`config.mk`:
```
export PLATFORM = sky130hd
export DESIGN_NAME = pwli_ram
export DESIGN_NICKNAME = d
export VERILOG_FILES = /design/src/design/pwli_ram.sv
export SDC_FILE = /design/constraint.sdc
export NUM_CORES = 1
export LEC_CHECK = 0
export ABC_AREA = 1
export BUFFER_PORTS_ARGS = -buffer_cell sky130_fd_sc_hd__buf_2
export CAP_MARGIN = 20
export CORE_AREA = 5 5 120 122
export CTS_CLUSTER_SIZE = 40
export DETAILED_ROUTE_END_ITERATION = 6
export DIE_AREA = 0 0 125 127
export PLACE_DENSITY_LB_ADDON = 0.15
export SYNTH_ARGS = -nofsm -noshare
export SYNTH_HDL_FRONTEND = slang
export SYNTH_SLANG_ARGS = --single-unit
```
`constraint.sdc`:
```
create_clock -name clk_i -period 1.4 [get_ports clk_i]
set_clock_uncertainty 0.15 [all_clocks]
set_input_delay 0.14 -clock clk_i [delete_from_list [all_inputs] [get_ports clk_i]]
set_output_delay 0.14 -clock clk_i [all_outputs]
set_load 0.01 [all_outputs]
```
`src/design/pwli_ram.sv`:
```
// ----------------------------------------------------------------------------
// Generic single-port-write RAM
// One write port and one read port with registered read data.
// ----------------------------------------------------------------------------
module pwli_ram #(
  parameter int WIDTH = 8,
  parameter int DEPTH = 16,
  localparam int AW   = (DEPTH > 1) ? $clog2(DEPTH) : 1
) (
  input  logic             clk_i,
  input  logic             we_i,
  input  logic [AW-1:0]    waddr_i,
  input  logic [WIDTH-1:0] wdata_i,
  input  logic             re_i,
  input  logic [AW-1:0]    raddr_i,
  output logic [WIDTH-1:0] rdata_o
);

  logic [WIDTH-1:0] mem_q [DEPTH];

  // Write port.
  always_ff @(posedge clk_i) begin
    if (we_i) begin
      mem_q[waddr_i] <= wdata_i;
    end
  end

  // Registered read port.
  always_ff @(posedge clk_i) begin
    if (re_i) begin
      rdata_o <= mem_q[raddr_i];
    end
  end

endmodule

```
==> reports/qor.txt <==
Fill cell total of the finished layout = 1,143
Max Cap Viol = 0
Wire length per cell = 16.3 um
LEAKAGE = 0.00294 uW
Nets = 619
Final setup margin = 70.7 ps
Critical R2R Launch = mem_q[7][0]
CP max-delay cell = edfxtp_1
Peak supply drop = 849 uV
Register Area = 0.00408 mm^2
Slew margin rel. = 60.5%
Total grt overflow = 0
Comb pwr share = 6.4%
Initial core utilization = 44.7%
Final ANT Viol Nets = 0
Hold path cells = 1
Switch Pwr = 1890 uW
RSZ-0062 raised after global routing = false
Core ar. = 0.0131 mm^2
Clock power share = 42.6%
Syn Std Cell Area = 0.00585 mm^2
Hold Violations, Final = 0
Area growth syn-to-layout = 16.3%
Die height = 127 um
Fin crit share = 94.9%
Multi-input gate area = 0.00122 mm^2
Fin cells = 787
Final count of pins violating max slew = 0
Sum Neg Setup Slack = 0 ps
Power Density = 1330 mW/mm^2
Post-Syn Nets = 570
Die area = 0.0159 mm^2
Critical path launch point = mem_q[7][0]
Residual DRC = 0
Origin of the worst min-delay path = wdata_i[4]
Via density = 4.76
Post-placement worst setup slack = -125 ps
Initial antenna violation count = 0
Vias = 3,743
Setup CP Type = reg -> reg
R2r worst-path depth = 6
CP startpoint kind = flop
Critical Path Most Common Cell = nand3_1
Num ports = 27
Tmin final = 1330 ps
Die width = 125 um
WP data required = 1410 ps
DRT Pass-1 Iters = 4
First-pass GRT wire length = 20,200 um
Worst path buffer plus inverter count = 1
Share of cells above drive strength 1 = 12.6%
Final Wtd Congestion = 0.864
Root Driver = clkbuf_16
Delay-heaviest family, CP = simple AND/OR/NAND/NOR gates
Hold Slack = 1.05 ps
Gr usage total = 17.1%
Vias in the first global route = 3,642
Commonest non-fill, non-tap cell in the layout = nand2_1
Worst flop-to-flop path endpoint = rdata_o[0]
Yosys warning count = 0
Total CTS buffers = 17
CP max FO = 1
Post-CTS setup buffer count = 0
Sequential-to-total area share from yosys stat = 69.8%
Flops & latches, synth = 136
Yosys cell types = 11
Commonest cells after routing, fill and taps aside = 173 x nand2_1, 136 x edfxtp_1, 100 x inv_1
CTS tree = built
Deepest clock path buffer count = 2
Run status = finished clean
WL final = 12,900 um
Max incr delay on CP = 360 ps
Sequential power share = 51.0%
Htree depth = 4
Violation count after the first detailed-route iteration = 342
# setup viols final = 0
Worst path cell trace = inv_1, nand2_1, nand3_1, nand3_1, nand3_1, nand2_1
Arrival @ worst endpoint = 1340 ps
Fmax = 752 MHz
Hold Path End = mem_q[8][4]
Worst Hold Class = in -> reg
Clock Latency Late Sink = 410 ps
Crit. End Element = flop
R2R setup slack = 70 ps
Row count = 42
Synth Instances = 551
Port Buf Inserts = 26
Internal = 7160 uW
Sw Share = 20.9%
Worst-margin pin slew = 592 ps
CTS Sinks = 136
Ant. Diodes = 0
Average instance area after synthesis = 10.6 um^2
Detail Placement HPWL = 8150 um
Largest net degree at the start of global routing = 45
CTS clk-pin slew, worst paths = 50 ps
Placed Cells = 756
==> synth_stat cells <==
cell	count	share of area [%]
buf_6	6	1.2
nor2_1	17	1.1
inv_2	2	0.13
buf_1	1	0.064
nand2_1	173	11
inv_1	100	6.4
edfxtp_1	136	70
nand3_1	97	8.3
buf_2	13	1.1
nand3b_1	2	0.26
buf_4	4	0.51
==> registers in the layout, indices dropped and copies added (netlist names) <==
signal / flops
rdata_o: 8
mem_q: 128
==> worst max-delay path by stage <==
stage	endpoint	slack [ps]	cells after the start
final	rdata_o[0]	70	6
after global routing	rdata_o[1]	10	6
after CTS	rdata_o[1]	70	6
after detailed placement	rdata_o[1]	-130	7
after global placement	rdata_o[1]	-120	6
after floorplan	mem_q[10][0]	160	2
==> routing by layer <==
layer / share of wire [%] / vias up / track usage, %
li1: - / 1876 / -
met5: 0 / - / 0
met4: 2.5 / 0 / 7.84
met2: 46 / 94 / 26.4
met3: 4.9 / 23 / 4.30
met1: 46 / 1750 / 23.0
==> repair_timing <==
item                       4_1_cts  5_1_grt
gates resized for setup          0        1
setup endpoints to repair        0        1
hold endpoints to repair         8        0
hold buffers                     1        0
==> kinds of logic after synthesis <==
group / synth area share (%)
and+or+nand+nor: 20.8
DFF: 69.8
buffers and inverters: 9.39
==> per-stage QoR <==
step,total power (uW),instance area (um^2),util [%]
after global routing,9370,6800,52.0
final,9060,6800,52.0
after global placement,5280,6280,48.0
after CTS,9120,6800,52.0
after detailed placement,5280,6280,48.0
after floorplan,5020,5850,-
==> worst register-to-register path, stage by stage, from the launching register on <==
cell and delay [ps]:
edfxtp_1 360, inv_1 60, nand2_1 40, nand3_1 120
nand3_1 120, nand3_1 160, nand2_1 80
==> cell type report <==
type / count / share of cell area, %
clock inverter: 6 / 0.772
tap: 176 / 3.24
timing repair buffer: 54 / 5.78
inverter: 102 / 5.63
clock buffer: 24 / 6.64
multi-input combinational: 289 / 17.9
sequential: 136 / 60.0
==> power by group through the flow <==
stage | Combinational (uW) | Sequential [uW] | Clock, uW
floorplan | 322 | 4700 | 0
global placement | 581 | 4700 | 0
detailed placement | 584 | 4700 | 0
CTS | 588 | 4620 | 3920
global route | 649 | 4620 | 4100
finish | 579 | 4620 | 3860
No activity file was read; power rests on OpenSTA's default activity.
