## src/design/pwli_pkg.sv

```systemverilog
// ----------------------------------------------------------------------------
// Piecewise-linear schedule interpolator package
// Shared widths, codes, item types and helpers for the interpolator.
// ----------------------------------------------------------------------------
package pwli_pkg;

  // Default table depths.
  localparam int MAX_BREAKPOINTS_DEF = 16;
  localparam int MAX_COLORS_DEF      = 8;

  // Field widths.
  localparam int OP_W      = 2;
  localparam int ENTRY_W   = 4;
  localparam int COLOR_W   = 3;
  localparam int TIX_W     = 16;
  localparam int BPT_W     = 20;
  localparam int VAL_W     = 24;
  localparam int STEP_W    = 24;
  localparam int COUNT_W   = 5;
  localparam int RES_W     = 32;
  localparam int PROD_W    = TIX_W + STEP_W;
  localparam int CFG_IDX_W = 1;
  localparam int CFG_DAT_W = 24;

  // Register reset values.
  localparam logic [STEP_W-1:0]  STEP_RESET  = 24'd65536;
  localparam logic [COUNT_W-1:0] COUNT_RESET = 5'd2;

  // Shared divider sizing.
  localparam int DIV_W     = 24;
  localparam int DIV_CNT_W = 5;
  localparam logic [DIV_CNT_W-1:0] TN_DIV_STEPS   = 5'd20;
  localparam logic [DIV_CNT_W-1:0] LERP_DIV_STEPS = 5'd24;

  // Operation codes of an input item.
  typedef enum logic [OP_W-1:0] {
    OP_LOAD_BP    = 2'd0,
    OP_LOAD_COLOR = 2'd1,
    OP_EVAL       = 2'd2
  } op_e;

  // Configuration register indexes.
  typedef enum logic [CFG_IDX_W-1:0] {
    CFG_TIME_STEP = 1'b0,
    CFG_BP_COUNT  = 1'b1
  } cfg_reg_e;

  typedef struct packed {
    logic [OP_W-1:0]           operation;
    logic [ENTRY_W-1:0]        entry_index;
    logic [COLOR_W-1:0]        color;
    logic [TIX_W-1:0]          time_index;
    logic [BPT_W-1:0]          bp_time;
    logic signed [VAL_W-1:0]   bp_gamma;
    logic signed [VAL_W-1:0]   bp_js;
    logic [STEP_W-1:0]         color_period;
    logic signed [VAL_W-1:0]   color_scale;
  } in_item_t;

  typedef struct packed {
    logic [RES_W-1:0]          slice_time;
    logic signed [RES_W-1:0]   a_value;
    logic signed [RES_W-1:0]   b_value;
    logic                      out_of_range;
  } out_item_t;

  // Start request for the shared divider.
  typedef struct packed {
    logic                  start;
    logic [DIV_CNT_W-1:0]  iters;
    logic [DIV_W-1:0]      rem_init;
    logic [DIV_W-1:0]      low;
    logic [DIV_W-1:0]      divisor;
  } div_req_t;

  localparam logic signed [49:0] S32_MAX = 50'sd2147483647;
  localparam logic signed [49:0] S32_MIN = -50'sd2147483648;

  // Unsigned saturation of the slice time product to 32 bits.
  function automatic logic [RES_W-1:0] sat_u32(input logic [PROD_W-1:0] v);
    return (v[PROD_W-1:RES_W] != '0) ? '1 : v[RES_W-1:0];
  endfunction

  // Divide a Q.32 product by 65536 toward zero and saturate to 32 bits.
  function automatic logic [RES_W-1:0] scale_round(input logic signed [49:0] p);
    logic signed [49:0] biased;
    logic signed [49:0] shifted;
    biased  = p + $signed({34'd0, {16{p[49]}}});
    shifted = biased >>> 16;
    if (shifted > S32_MAX) begin
      return 32'h7FFF_FFFF;
    end
    if (shifted < S32_MIN) begin
      return 32'h8000_0000;
    end
    return shifted[RES_W-1:0];
  endfunction

endpackage

```

## src/design/pwli_div.sv

```systemverilog
// ----------------------------------------------------------------------------
// Shared serial divider
// Restoring division, one quotient bit per cycle, for a preloaded partial
// remainder and a word of low dividend bits shifted in from the top.
// ----------------------------------------------------------------------------
module pwli_div
  import pwli_pkg::*;
(
  input  logic              clk_i,
  input  logic              rst_ni,
  input  div_req_t          req_i,
  output logic              busy_o,
  output logic [DIV_W-1:0]  quo_o
);

  logic                 busy_q;
  logic [DIV_CNT_W-1:0] cnt_q;
  logic [DIV_W-1:0]     rem_q;
  logic [DIV_W-1:0]     low_q;
  logic [DIV_W-1:0]     quo_q;
  logic [DIV_W-1:0]     div_q;

  logic [DIV_W:0]       trial;
  logic [DIV_W:0]       diff;
  logic                 fits;
  logic [DIV_W-1:0]     rem_next;

  // One restoring step: shift in the next dividend bit and try to subtract.
  always_comb begin
    trial    = {rem_q, low_q[DIV_W-1]};
    diff     = trial - {1'b0, div_q};
    fits     = (trial >= {1'b0, div_q});
    rem_next = fits ? diff[DIV_W-1:0] : trial[DIV_W-1:0];
  end

  // Step counter and busy flag.
  always_ff @(posedge clk_i or negedge rst_ni) begin
    if (!rst_ni) begin
      busy_q <= 1'b0;
      cnt_q  <= '0;
    end else if (req_i.start) begin
      busy_q <= 1'b1;
      cnt_q  <= req_i.iters;
    end else if (busy_q) begin
      cnt_q <= cnt_q - DIV_CNT_W'(1);
      if (cnt_q == DIV_CNT_W'(1)) begin
        busy_q <= 1'b0;
      end
    end
  end

  // Remainder, dividend and quotient shift registers.
  always_ff @(posedge clk_i) begin
    if (req_i.start) begin
      rem_q <= req_i.rem_init;
      low_q <= req_i.low;
      div_q <= req_i.divisor;
      quo_q <= '0;
    end else if (busy_q) begin
      rem_q <= rem_next;
      low_q <= {low_q[DIV_W-2:0], 1'b0};
      quo_q <= {quo_q[DIV_W-2:0], fits};
    end
  end

  assign busy_o = busy_q;
  assign quo_o  = quo_q;

endmodule

```

## config.mk

```make
export PLATFORM = sky130hd
export DESIGN_NAME = pwli_div
export DESIGN_NICKNAME = d
export VERILOG_FILES = /design/src/design/pwli_pkg.sv /design/src/design/pwli_div.sv
export SDC_FILE = /design/constraint.sdc
export NUM_CORES = 1
export LEC_CHECK = 0
export ABC_CLOCK_PERIOD_IN_PS = 3600
export CAP_MARGIN = 20
export CORE_MARGIN = 2
export CORE_UTILIZATION = 40
export CTS_CLUSTER_DIAMETER = 30
export DETAILED_ROUTE_END_ITERATION = 8
export DONT_BUFFER_PORTS = 1
export GPL_ROUTABILITY_DRIVEN = 1
export GPL_TIMING_DRIVEN = 0
export PLACE_DENSITY = 0.52
export SLEW_MARGIN = 0
export SYNTH_ARGS = -nofsm -noshare
export SYNTH_HDL_FRONTEND = slang
export SYNTH_SLANG_ARGS = --single-unit
```

## constraint.sdc

```tcl
create_clock -name clk_i -period 3.6 [get_ports clk_i]
set_clock_uncertainty 0.05 [all_clocks]
set_input_delay 0.36 -clock clk_i [delete_from_list [all_inputs] [get_ports clk_i]]
set_output_delay 0.36 -clock clk_i [all_outputs]
set_load 0.03 [all_outputs]
```

==> flow_summary_export.csv, run 1 <==
group,metric,value,unit
outcome,status,"completed",
layout,design_area,6190,um^2
layout,nets,600,
floorplanning,die_h,123,um
placed_design,dp_hpwl,9170,um
worst_setup_path,crit_arrival,3.44,ns
yosys,synth_nets,587,
yosys,async_reset_ff_frac,0.0588,
yosys,ys_ff_latch,102,
worst_setup_path,path_max_fanout,3,
sta,fmax,295,MHz
floorplanning,die_width,123,um
sta,slew_violations,0,
yosys,synth.distinct_cells,64,
floorplanning,placementRows,43,
sta,rsz0062_at_grt,"false",
worst_setup_path,start_kind,"flop",
route,wl_per_cell,18.3,um
floorplanning,core-area,13800,um^2
placed_design,io_buffers,0,
sta,relSlewSlack,0.485,
cts,cts_tree,"done",
global_routing,grt_usage,0.175,
yosys,yosysSeqAreaShare,0.497,
sta,setup_viol,0,
yosys,syn-mean-instance-area,11.7,um^2
route,ant_nets,0,
power_and_ir_drop,power.static_leakage,2.56,nW
sta,hold_viol_final,0,
sta,worstMarginPinSlew,0.772,ns
worst_setup_path,cp.required,3.65,ns
floorplanning,pin_count,105,
worst_setup_path,crit_chain,"inv_1 -> ha_1 -> inv_1 -> fa_1 -> a211oi_1 -> o21ai_0 -> a211oi_1 -> nor2_1 -> a311oi_1 -> xnor2_1 -> mux2i_1 -> o21ai_0",
worst_setup_path,cp_slowest_stage_delay,0.54,ns
power_and_ir_drop,power.density,804,nW/um^2
route,dr_total_vias,3675,
global_routing,grt_pass1_vias,3767,
sta,fin_crit,3.39,ns
worst_setup_path,r2r_end,"rem_q[18]$_DFFE_PP_",
yosys,synth_area,5620,um^2
layout,area_delta_synth_final,10.1,%
route,drt-total-wl,12400,um
layout,multi_input_area,2600,um^2
route,via_per_inst,5.41,
worst_setup_path,slowest_stage,"a211oi_1",
global_routing,gr-total-overflow,0,
worst_setup_path,endpoint,"rem_q[18]$_DFFE_PP_",
worst_setup_path,r2r_slack,0.21,ns
placed_design,place_area,5870,um^2
layout,seq_area,2790,um^2
yosys,synth_flop_cell,"edfxtp_1",
layout,drive_gt1_frac,0.169,
cts,clockBufferDepth,2,
global_routing,grt_max_degree,32,
worst_setup_path,regToRegStartpoint,"low_q[23]$_DFFE_PP_",
floorplanning,dieArea,15000,um^2
cts,cts_setup_buffers,0,
yosys,ys_warn_count,0,
floorplanning,initial_core_util,0.406,
yosys,synth_edf_count,72,
cts,clock-root-buffer,"clkbuf_16",
cts,clkLatencyLatePin,0.36,ns
sta,fin_crit_sh,0.943,
cts,cts_buffers,9,
cts,clk_pin_slew,0.08,ns
route,drc,0,
worst_setup_path,cp-end-kind,"flop",
worst_hold_path,min_path_type,"input pin to flop",
worst_setup_path,cp-startpoint,"low_q[23]$_DFFE_PP_",
flow_run,max_cap_violations,0,
global_routing,grt_pass1_wl,19700,um
layout,fill_cells,1309,
worst_setup_path,r2r_cells,12,
worst_setup_path,worst-setup-path-type,"flop to flop",
global_routing,antenna_found_initial,3,
cts,clock-sinks,102,
cts,htree_levels,3,
power_and_ir_drop,irDropWorstVdd,0.306,mV
yosys,synthCells,480,
sta,timing.setup.tns,0,ns
route,dr.pass1.iters,4,
placed_design,routabilityCongestion,0.831,
route,drtIter0Drc,178,
area by class of cell:
cell class	count	share of cell area
clock inverters	6	0.00930
clock buffers	10	0.0405
plain buffers	23	0.0184
well taps	180	0.0364
inverters	31	0.0188
multi-input cells	324	0.420
repair buffers	2	0.00485
flip-flops and latches	102	0.451
diodes	1	0.000405
Yosys cell counts (3+ instances only):
cell,instances,area [um^2]
mux2_4,10,150
nand3_1,5,25.0
xor2_1,8,70.1
a211oi_1,7,52.6
inv_1,31,116
ha_1,26,325
mux2i_1,29,290
o21ai_0,21,105
dfrtp_1,6,150
nor3_1,4,20.0
nor2b_1,9,56.3
o31ai_1,3,22.5
buf_6,3,33.8
nand2_1,22,82.6
clkbuf_1,12,45.0
dfxtp_1,24,480
or3_1,3,18.8
xnor2_1,14,123
a21o_1,10,75.1
mux2_2,37,417
a21oi_1,20,100
nand4_1,6,37.5
nor2_1,39,146
buf_2,3,15.0
edfxtp_1,72,2160
buf_1,4,15.0
o21a_1,5,37.5
a31o_2,3,26.3
worst max-delay path, delay by kind of cell (launching register included):
| family | cells | cell delay, ns |
|---|---|---|
| compound gates | 5 | 1.56 |
| xor+xnor | 1 | 0.12 |
| fa+ha+maj | 2 | 0.60 |
| buf+inv | 2 | 0.13 |
| flops | 1 | 0.36 |
| mux | 1 | 0.14 |
| simple gates | 1 | 0.18 |
per-layer routing:
metal  track usage  share of wire  vias to the layer above
met5             0         0.0010                        -
met4        0.0625          0.018                        2
met3        0.0730          0.078                       16
met2         0.286           0.47                       97
met1         0.206           0.44                     1779
li1              -              -                     1781
registers in the layout, summed over array words and instances, names as in the netlist:
name and count:
cnt_q 5, busy_o 1, rem_q 24, low_q 24
quo_o 24, div_q 24
metrics by stage:
step / utilization / setup slack [ns] / hold slack [ns] / instances / power, mW
after global routing: 0.447 / 0.0148 / 0.0226 / 679 / 5.33
after CTS: 0.447 / 0.198 / 0.0211 / 678 / 5.03
after floorplan: - / 0.660 / 0.0144 / 480 / 3.55
after detailed placement: 0.424 / 0.244 / 0.0146 / 661 / 3.99
after global placement: 0.423 / 0.248 / 0.0147 / 660 / 3.96
final: 0.447 / 0.205 / 0.0378 / 679 / 4.97
timing repair:
action / 4_1_cts / 5_1_grt
endpoints found under the hold margin: 6 / 0
gates resized for setup: 0 / 0
hold buffers: 1 / 0
cell families (layout without fill, tap and decap cells):
logic type	count (synthesis)	in the layout	synth area share
AOI/OAI and AO/OA	92	92	0.117
xor gates and xnor gates	22	22	0.0343
adders and majority gates	27	27	0.0614
buffers and inverters	54	72	0.0410
DFF	102	102	0.497
muxes	78	78	0.156
other	0	1	0
and+or+nand+nor	105	105	0.0928
how the worst min path moves through the flow:
| stage | startpoint | endpoint | slack (ns) | depth (start not counted) |
|---|---|---|---|---|
| finish | req_i[16] | div_q[16]$_DFFE_PP_ | 0.04 | 0 |
| global route | req_i[16] | div_q[16]$_DFFE_PP_ | 0.02 | 0 |
| CTS | req_i[16] | div_q[16]$_DFFE_PP_ | 0.02 | 0 |
| detailed placement | rst_ni | cnt_q[0]$_DFFE_PN0P_ | 0.01 | 0 |
| global placement | rst_ni | cnt_q[0]$_DFFE_PN0P_ | 0.01 | 0 |
| floorplan | rst_ni | busy_o$_DFF_PN0_ | 0.01 | 0 |
cells in the final DEF, fill, tap and decap left out, types with 3 or more instances in the layout:
cell type   n
a21oi_1    20
dfrtp_1     6
buf_2       3
inv_6       3
o21a_1      5
a31o_2      3
clkbuf_16  10
nand3_1     5
mux2i_1    29
dfxtp_1    24
nor3_1      4
nand2_1    22
a21o_1     10
xor2_1      8
a211oi_1    7
nor2_1     39
xnor2_1    14
mux2_2     37
or3_1       3
nand4_1     6
ha_1       26
buf_1       4
clkbuf_1   12
inv_1      31
o21ai_0    21
nor2b_1     9
mux2_4     10
buf_6       3
edfxtp_1   72
o31ai_1     3
power breakdown:
group          switching [mW]  leakage [nW]  internal (mW)
registers               0.147          1.01           1.54
logic                    1.15          1.40           1.12
clock network           0.478         0.152          0.527
Note: power is estimated with default switching activity, not from simulation.
==> run 2, diff against run 1 <==
--- a/config.mk
+++ b/config.mk
@@ -14,8 +14,8 @@
 export DONT_BUFFER_PORTS = 1
 export GPL_ROUTABILITY_DRIVEN = 1
 export GPL_TIMING_DRIVEN = 0
+export MAX_ROUTING_LAYER = met4
 export PLACE_DENSITY = 0.52
-export SLEW_MARGIN = 0
 export SYNTH_ARGS = -nofsm -noshare
 export SYNTH_HDL_FRONTEND = slang
 export SYNTH_SLANG_ARGS = --single-unit
==> run 2 against run 1 <==
Effect of this change:
- non-clock buffer count is the same
- critical path depth is the same
- sequential share of layout area hardly changed
- sequential power barely moved
==> flow_summary_export.csv, run 2 (synthesis results as in run 1) <==
group,metric,value,unit
outcome,status,"completed",
floorplanning,pin_count,105,
worst_setup_path,crit_chain,"inv_1 -> ha_1 -> inv_1 -> fa_1 -> a211oi_1 -> o21ai_0 -> a211oi_1 -> nor2_1 -> a311oi_1 -> xnor2_1 -> mux2i_1 -> o21ai_0",
global_routing,gr-total-overflow,0,
cts,clock-sinks,102,
layout,area_delta_synth_final,10.2,%
worst_setup_path,regToRegStartpoint,"low_q[23]$_DFFE_PP_",
layout,drive_gt1_frac,0.169,
power_and_ir_drop,p_total,4.97,mW
placed_design,routabilityCongestion,0.844,
cts,htree_levels,3,
route,via_per_inst,5.37,
placed_design,dp_hpwl,9170,um
global_routing,grt_pass1_wl,19700,um
worst_setup_path,endpoint,"rem_q[18]$_DFFE_PP_",
global_routing,grt_usage,0.180,
flow_run,max_cap_violations,0,
cts,clk_pin_slew,0.08,ns
route,drt-total-wl,12400,um
global_routing,grt_max_degree,32,
worst_setup_path,cp.required,3.65,ns
placed_design,io_buffers,0,
route,wl_per_cell,18.2,um
layout,nets,600,
worst_setup_path,cp-end-kind,"flop",
route,drc,0,
cts,clockBufferDepth,2,
cts,clkLatencyLatePin,0.36,ns
placed_design,place_area,5870,um^2
sta,timing.setup.tns,0,ns
route,dr.pass1.iters,4,
layout,fin_cells,681,
power_and_ir_drop,power.density,803,nW/um^2
cts,clock-root-buffer,"clkbuf_16",
floorplanning,core-area,13800,um^2
power_and_ir_drop,power.static_leakage,2.56,nW
sta,setup_viol,0,
worst_hold_path,min_path_type,"input pin to flop",
global_routing,grt_pass1_vias,3769,
worst_setup_path,r2r_slack,0.18,ns
cts,cts_setup_buffers,0,
worst_setup_path,crit_arrival,3.47,ns
worst_setup_path,worst-setup-path-type,"flop to flop",
sta,worst_hold_slack,0.0378,ns
floorplanning,initial_core_util,0.406,
floorplanning,placementRows,43,
sta,fin_crit,3.42,ns
sta,slew_violations,0,
sta,fin_crit_sh,0.950,
worst_setup_path,path_max_fanout,3,
placed_design,place_inst,661,
sta,fmax,292,MHz
layout,final_common_cell,"edfxtp_1",
layout,design_area,6190,um^2
worst_setup_path,r2r_cells,12,
floorplanning,die_h,123,um
worst_setup_path,cp_slowest_stage_delay,0.55,ns
cts,cts_tree,"done",
route,drtIter0Drc,215,
floorplanning,die_width,123,um
worst_setup_path,cp-startpoint,"low_q[23]$_DFFE_PP_",
sta,rsz0062_at_grt,"false",
worst_setup_path,r2r_end,"rem_q[18]$_DFFE_PP_",
route,dr_total_vias,3655,
cts,cts_buffers,9,
worst_setup_path,start_kind,"flop",
sta,hold_viol_final,0,
power_and_ir_drop,irDropWorstVdd,0.306,mV
sta,relSlewSlack,0.478,
global_routing,antenna_found_initial,3,
layout,layout_common_cells,"edfxtp_1 (72), nor2_1 (39), mux2_2 (37)",
worst_setup_path,slowest_stage,"a211oi_1",
route,ant_nets,0,
sta,worstMarginPinSlew,0.783,ns
floorplanning,dieArea,15000,um^2
==> run 2: repair_timing <==
item | in CTS | in global routing
endpoints found under the setup margin | 0 | 0
resized for setup | 0 | 0
hold buffers | 1 | 0
hold endpoints to repair | 6 | 0
==> run 2: per-layer routing <==
metal  share of wire  vias up  global-route usage
met5               0        -                   -
met4           0.015        0              0.0582
met3           0.068       11              0.0683
met2            0.47       90               0.286
met1            0.45     1764               0.212
li1                -     1790                   -
==> run 2: how the worst min path moves through the flow <==
stage,from,to,slack (ns),cells after the start
4_1_cts,req_i[16],div_q[16]$_DFFE_PP_,0.02,0
5_1_grt,req_i[16],div_q[16]$_DFFE_PP_,0.02,0
3_3_place_gp,rst_ni,cnt_q[0]$_DFFE_PN0P_,0.01,0
6_report,req_i[16],div_q[16]$_DFFE_PP_,0.04,0
3_5_place_dp,rst_ni,cnt_q[0]$_DFFE_PN0P_,0.01,0
2_1_floorplan,rst_ni,busy_o$_DFF_PN0_,0.01,0
==> run 2: area by class of cell <==
class	count	area (um^2)
diodes	3	7.51
flip-flops and latches	102	2790
clock buffers	10	250
plain buffers	23	114
well taps	180	225
clock inverters	6	57.6
repair buffers	2	30.0
inverters	31	116
fillers	1308	7640
multi-input cells	324	2600
==> run 2: report_power, final <==
group	internal, mW	leakage [nW]	total [mW]	switching (mW)
logic	1.12	1.40	2.28	1.15
clock network	0.527	0.152	1.01	0.478
registers	1.54	1.01	1.69	0.146
total	3.19	2.56	4.97	1.78
==> run 2: stage by stage <==
stage	utilization	setup slack, ns
2_1_floorplan	-	0.660
3_3_place_gp	0.423	0.248
3_5_place_dp	0.424	0.244
4_1_cts	0.447	0.198
5_1_grt	0.448	0.0140
6_report	0.448	0.180
==> run 2: worst max-delay path, delay by kind of cell, from the launching register on <==
| kind | cells | cell delay (ns) |
|---|---|---|
| AOI/OAI and AO/OA | 5 | 1.59 |
| buffers and inverters | 2 | 0.13 |
| muxes | 1 | 0.14 |
| adders and majority gates | 2 | 0.60 |
| xor gates and xnor gates | 1 | 0.12 |
| DFF | 1 | 0.36 |
| and+or+nand+nor | 1 | 0.18 |
==> run 3, diff against run 2 <==
--- a/config.mk
+++ b/config.mk
@@ -8,14 +8,14 @@
 export ABC_CLOCK_PERIOD_IN_PS = 3600
 export CAP_MARGIN = 20
 export CORE_MARGIN = 2
-export CORE_UTILIZATION = 40
+export CORE_UTILIZATION = 53
 export CTS_CLUSTER_DIAMETER = 30
 export DETAILED_ROUTE_END_ITERATION = 8
 export DONT_BUFFER_PORTS = 1
 export GPL_ROUTABILITY_DRIVEN = 1
 export GPL_TIMING_DRIVEN = 0
 export MAX_ROUTING_LAYER = met4
-export PLACE_DENSITY = 0.52
+export PLACE_DENSITY = 0.66
 export SYNTH_ARGS = -nofsm -noshare
 export SYNTH_HDL_FRONTEND = slang
 export SYNTH_SLANG_ARGS = --single-unit
==> run 3 against run 2 <==
Effect of this change:
- sequential share of layout area fell by 0.50 points
- clock power down 31%
- die area shrank 24%
- first-iteration DRC count did not move
- routed wire length shrank 4.4%
- core utilization is 16 points higher
- critical path depth stayed put
- fmax grew 3.1%
==> flow_summary_export.csv, run 3 (synthesis results as in run 1) <==
group,metric,value,unit
placed_design,place_inst,617,
sta,rsz0062_at_grt,"false",
route,ant_nets,0,
power_and_ir_drop,power.density,749,nW/um^2
placed_design,io_buffers,0,
worst_setup_path,regToRegStartpoint,"low_q[23]$_DFFE_PP_",
layout,antenna_cells,0,
route,dr.pass1.iters,4,
sta,setup_viol,0,
worst_setup_path,start_kind,"flop",
route,dr_total_vias,3698,
layout,drive_gt1_frac,0.158,
floorplanning,die_width,107,um
route,drtIter0Drc,215,
worst_setup_path,worst-setup-path-type,"flop to flop",
flow_run,max_cap_violations,0,
worst_setup_path,r2r_end,"rem_q[18]$_DFFE_PP_",
placed_design,routabilityCongestion,0.879,
sta,timing.setup.tns,0,ns
cts,htree_levels,3,
worst_hold_path,hold_end,"cnt_q[2]$_DFFE_PN0P_",
worst_hold_path,hp-start,"req_i[74]",
worst_setup_path,r2r_cells,12,
sta,fmax,301,MHz
floorplanning,placementRows,37,
floorplanning,pin_count,105,
global_routing,antenna_found_initial,0,
layout,seq_area,2790,um^2
global_routing,grt_pass1_wl,19300,um
floorplanning,core-area,10300,um^2
cts,clockBufferDepth,2,
worst_setup_path,cp.required,3.68,ns
floorplanning,initial_core_util,0.544,
sta,slew_violations,0,
sta,worstMarginPinSlew,0.737,ns
cts,clk_pin_slew,0.12,ns
layout,multi_input_area,2600,um^2
route,drt-total-wl,11900,um
layout,fill_cells,872,
worst_setup_path,path_max_fanout,3,
sta,fin_crit,3.32,ns
power_and_ir_drop,power.static_leakage,2.61,nW
global_routing,grt_pass1_vias,3819,
layout,final_common_cell,"edfxtp_1",
sta,hold_viol_final,0,
global_routing,gr-total-overflow,0,
layout,fin_cells,660,
layout,nets,626,
worst_setup_path,r2r_slack,0.28,ns
global_routing,grt_usage,0.227,
sta,worst_hold_slack,0.0260,ns
power_and_ir_drop,irDropWorstVdd,0.411,mV
placed_design,dp_hpwl,8330,um
sta,relSlewSlack,0.508,
layout,area_delta_synth_final,11.4,%
sta,fin_crit_sh,0.921,
worst_setup_path,cp-end-kind,"flop",
cts,cts_setup_buffers,0,
route,via_per_inst,5.60,
cts,clock-sinks,102,
global_routing,grt_max_degree,37,
floorplanning,dieArea,11400,um^2
route,wl_per_cell,18.0,um
cts,cts.repair.resized,0,
outcome,status,"completed",
cts,cts_buffers,9,
route,drc,0,
worst_setup_path,crit_arrival,3.39,ns
cts,cts_tree,"done",
cts,cts_hold_buf,26,
worst_hold_path,min_path_type,"input pin to flop",
layout,layout_common_cells,"edfxtp_1 (72), nor2_1 (39), mux2_2 (37)",
worst_hold_path,hold_depth,2,
floorplanning,die_h,107,um
cts,clkLatencyLatePin,0.40,ns
cts,clock-root-buffer,"clkbuf_8",
-- run 3: power by group --
part / total [mW] / leakage, nW / switching (mW) / internal [mW]
Combinational: 2.30 / 1.51 / 1.15 / 1.14
Sequential: 1.69 / 1.01 / 0.151 / 1.54
Clock: 0.697 / 0.0954 / 0.432 / 0.266
Total: 4.69 / 2.61 / 1.73 / 2.95
-- run 3: metrics by stage --
stage | worst slack (ns) | area [um^2] | util | power, mW
2_1_floorplan | 0.660 | 5620 | - | 3.55
3_3_place_gp | 0.322 | 5790 | 0.561 | 3.92
3_5_place_dp | 0.338 | 5810 | 0.563 | 3.98
4_1_cts | 0.300 | 6250 | 0.605 | 4.70
5_1_grt | 0.125 | 6260 | 0.606 | 5.02
6_report | 0.283 | 6260 | 0.606 | 4.69
-- run 3: how the worst max path moves through the flow --
| stage | startpoint | to | slack [ns] | depth (start not counted) |
|---|---|---|---|---|
| global route | rem_q[5]$_DFFE_PP_ | rem_q[12]$_DFFE_PP_ | 0.13 | 9 |
| finish | low_q[23]$_DFFE_PP_ | rem_q[18]$_DFFE_PP_ | 0.28 | 12 |
| floorplan | rem_q[9]$_DFFE_PP_ | rem_q[10]$_DFFE_PP_ | 0.66 | 11 |
| detailed placement | rem_q[5]$_DFFE_PP_ | rem_q[4]$_DFFE_PP_ | 0.34 | 9 |
| CTS | rem_q[5]$_DFFE_PP_ | rem_q[12]$_DFFE_PP_ | 0.30 | 9 |
| global placement | low_q[23]$_DFFE_PP_ | rem_q[18]$_DFFE_PP_ | 0.32 | 12 |
-- run 3: critical path, cell delays in order (launching register included) --
cell      delay [ns]
edfxtp_1        0.37
inv_1           0.09
ha_1            0.17
inv_1           0.06
fa_1            0.43
a211oi_1        0.32
o21ai_0         0.21
a211oi_1        0.42
nor2_1          0.14
a311oi_1        0.35
xnor2_1         0.12
mux2i_1         0.23
o21ai_0         0.10
-- run 3: layout make-up --
cell class | count | area share
Tap cell | 136 | 0.0272
Multi-Input combinational cell | 324 | 0.415
Buffer | 23 | 0.0182
Clock buffer | 10 | 0.0204
Timing Repair Buffer | 28 | 0.0464
Inverter | 31 | 0.0186
Sequential cell | 102 | 0.446
Clock inverter | 6 | 0.00820
-- run 3: per-layer routing --
metal	global-route usage	up-vias	wire (um)
li1	-	1836	-
met1	0.278	1762	5350
met2	0.373	87	5730
met3	0.0644	13	602
met4	0.0594	0	177
met5	-	-	0
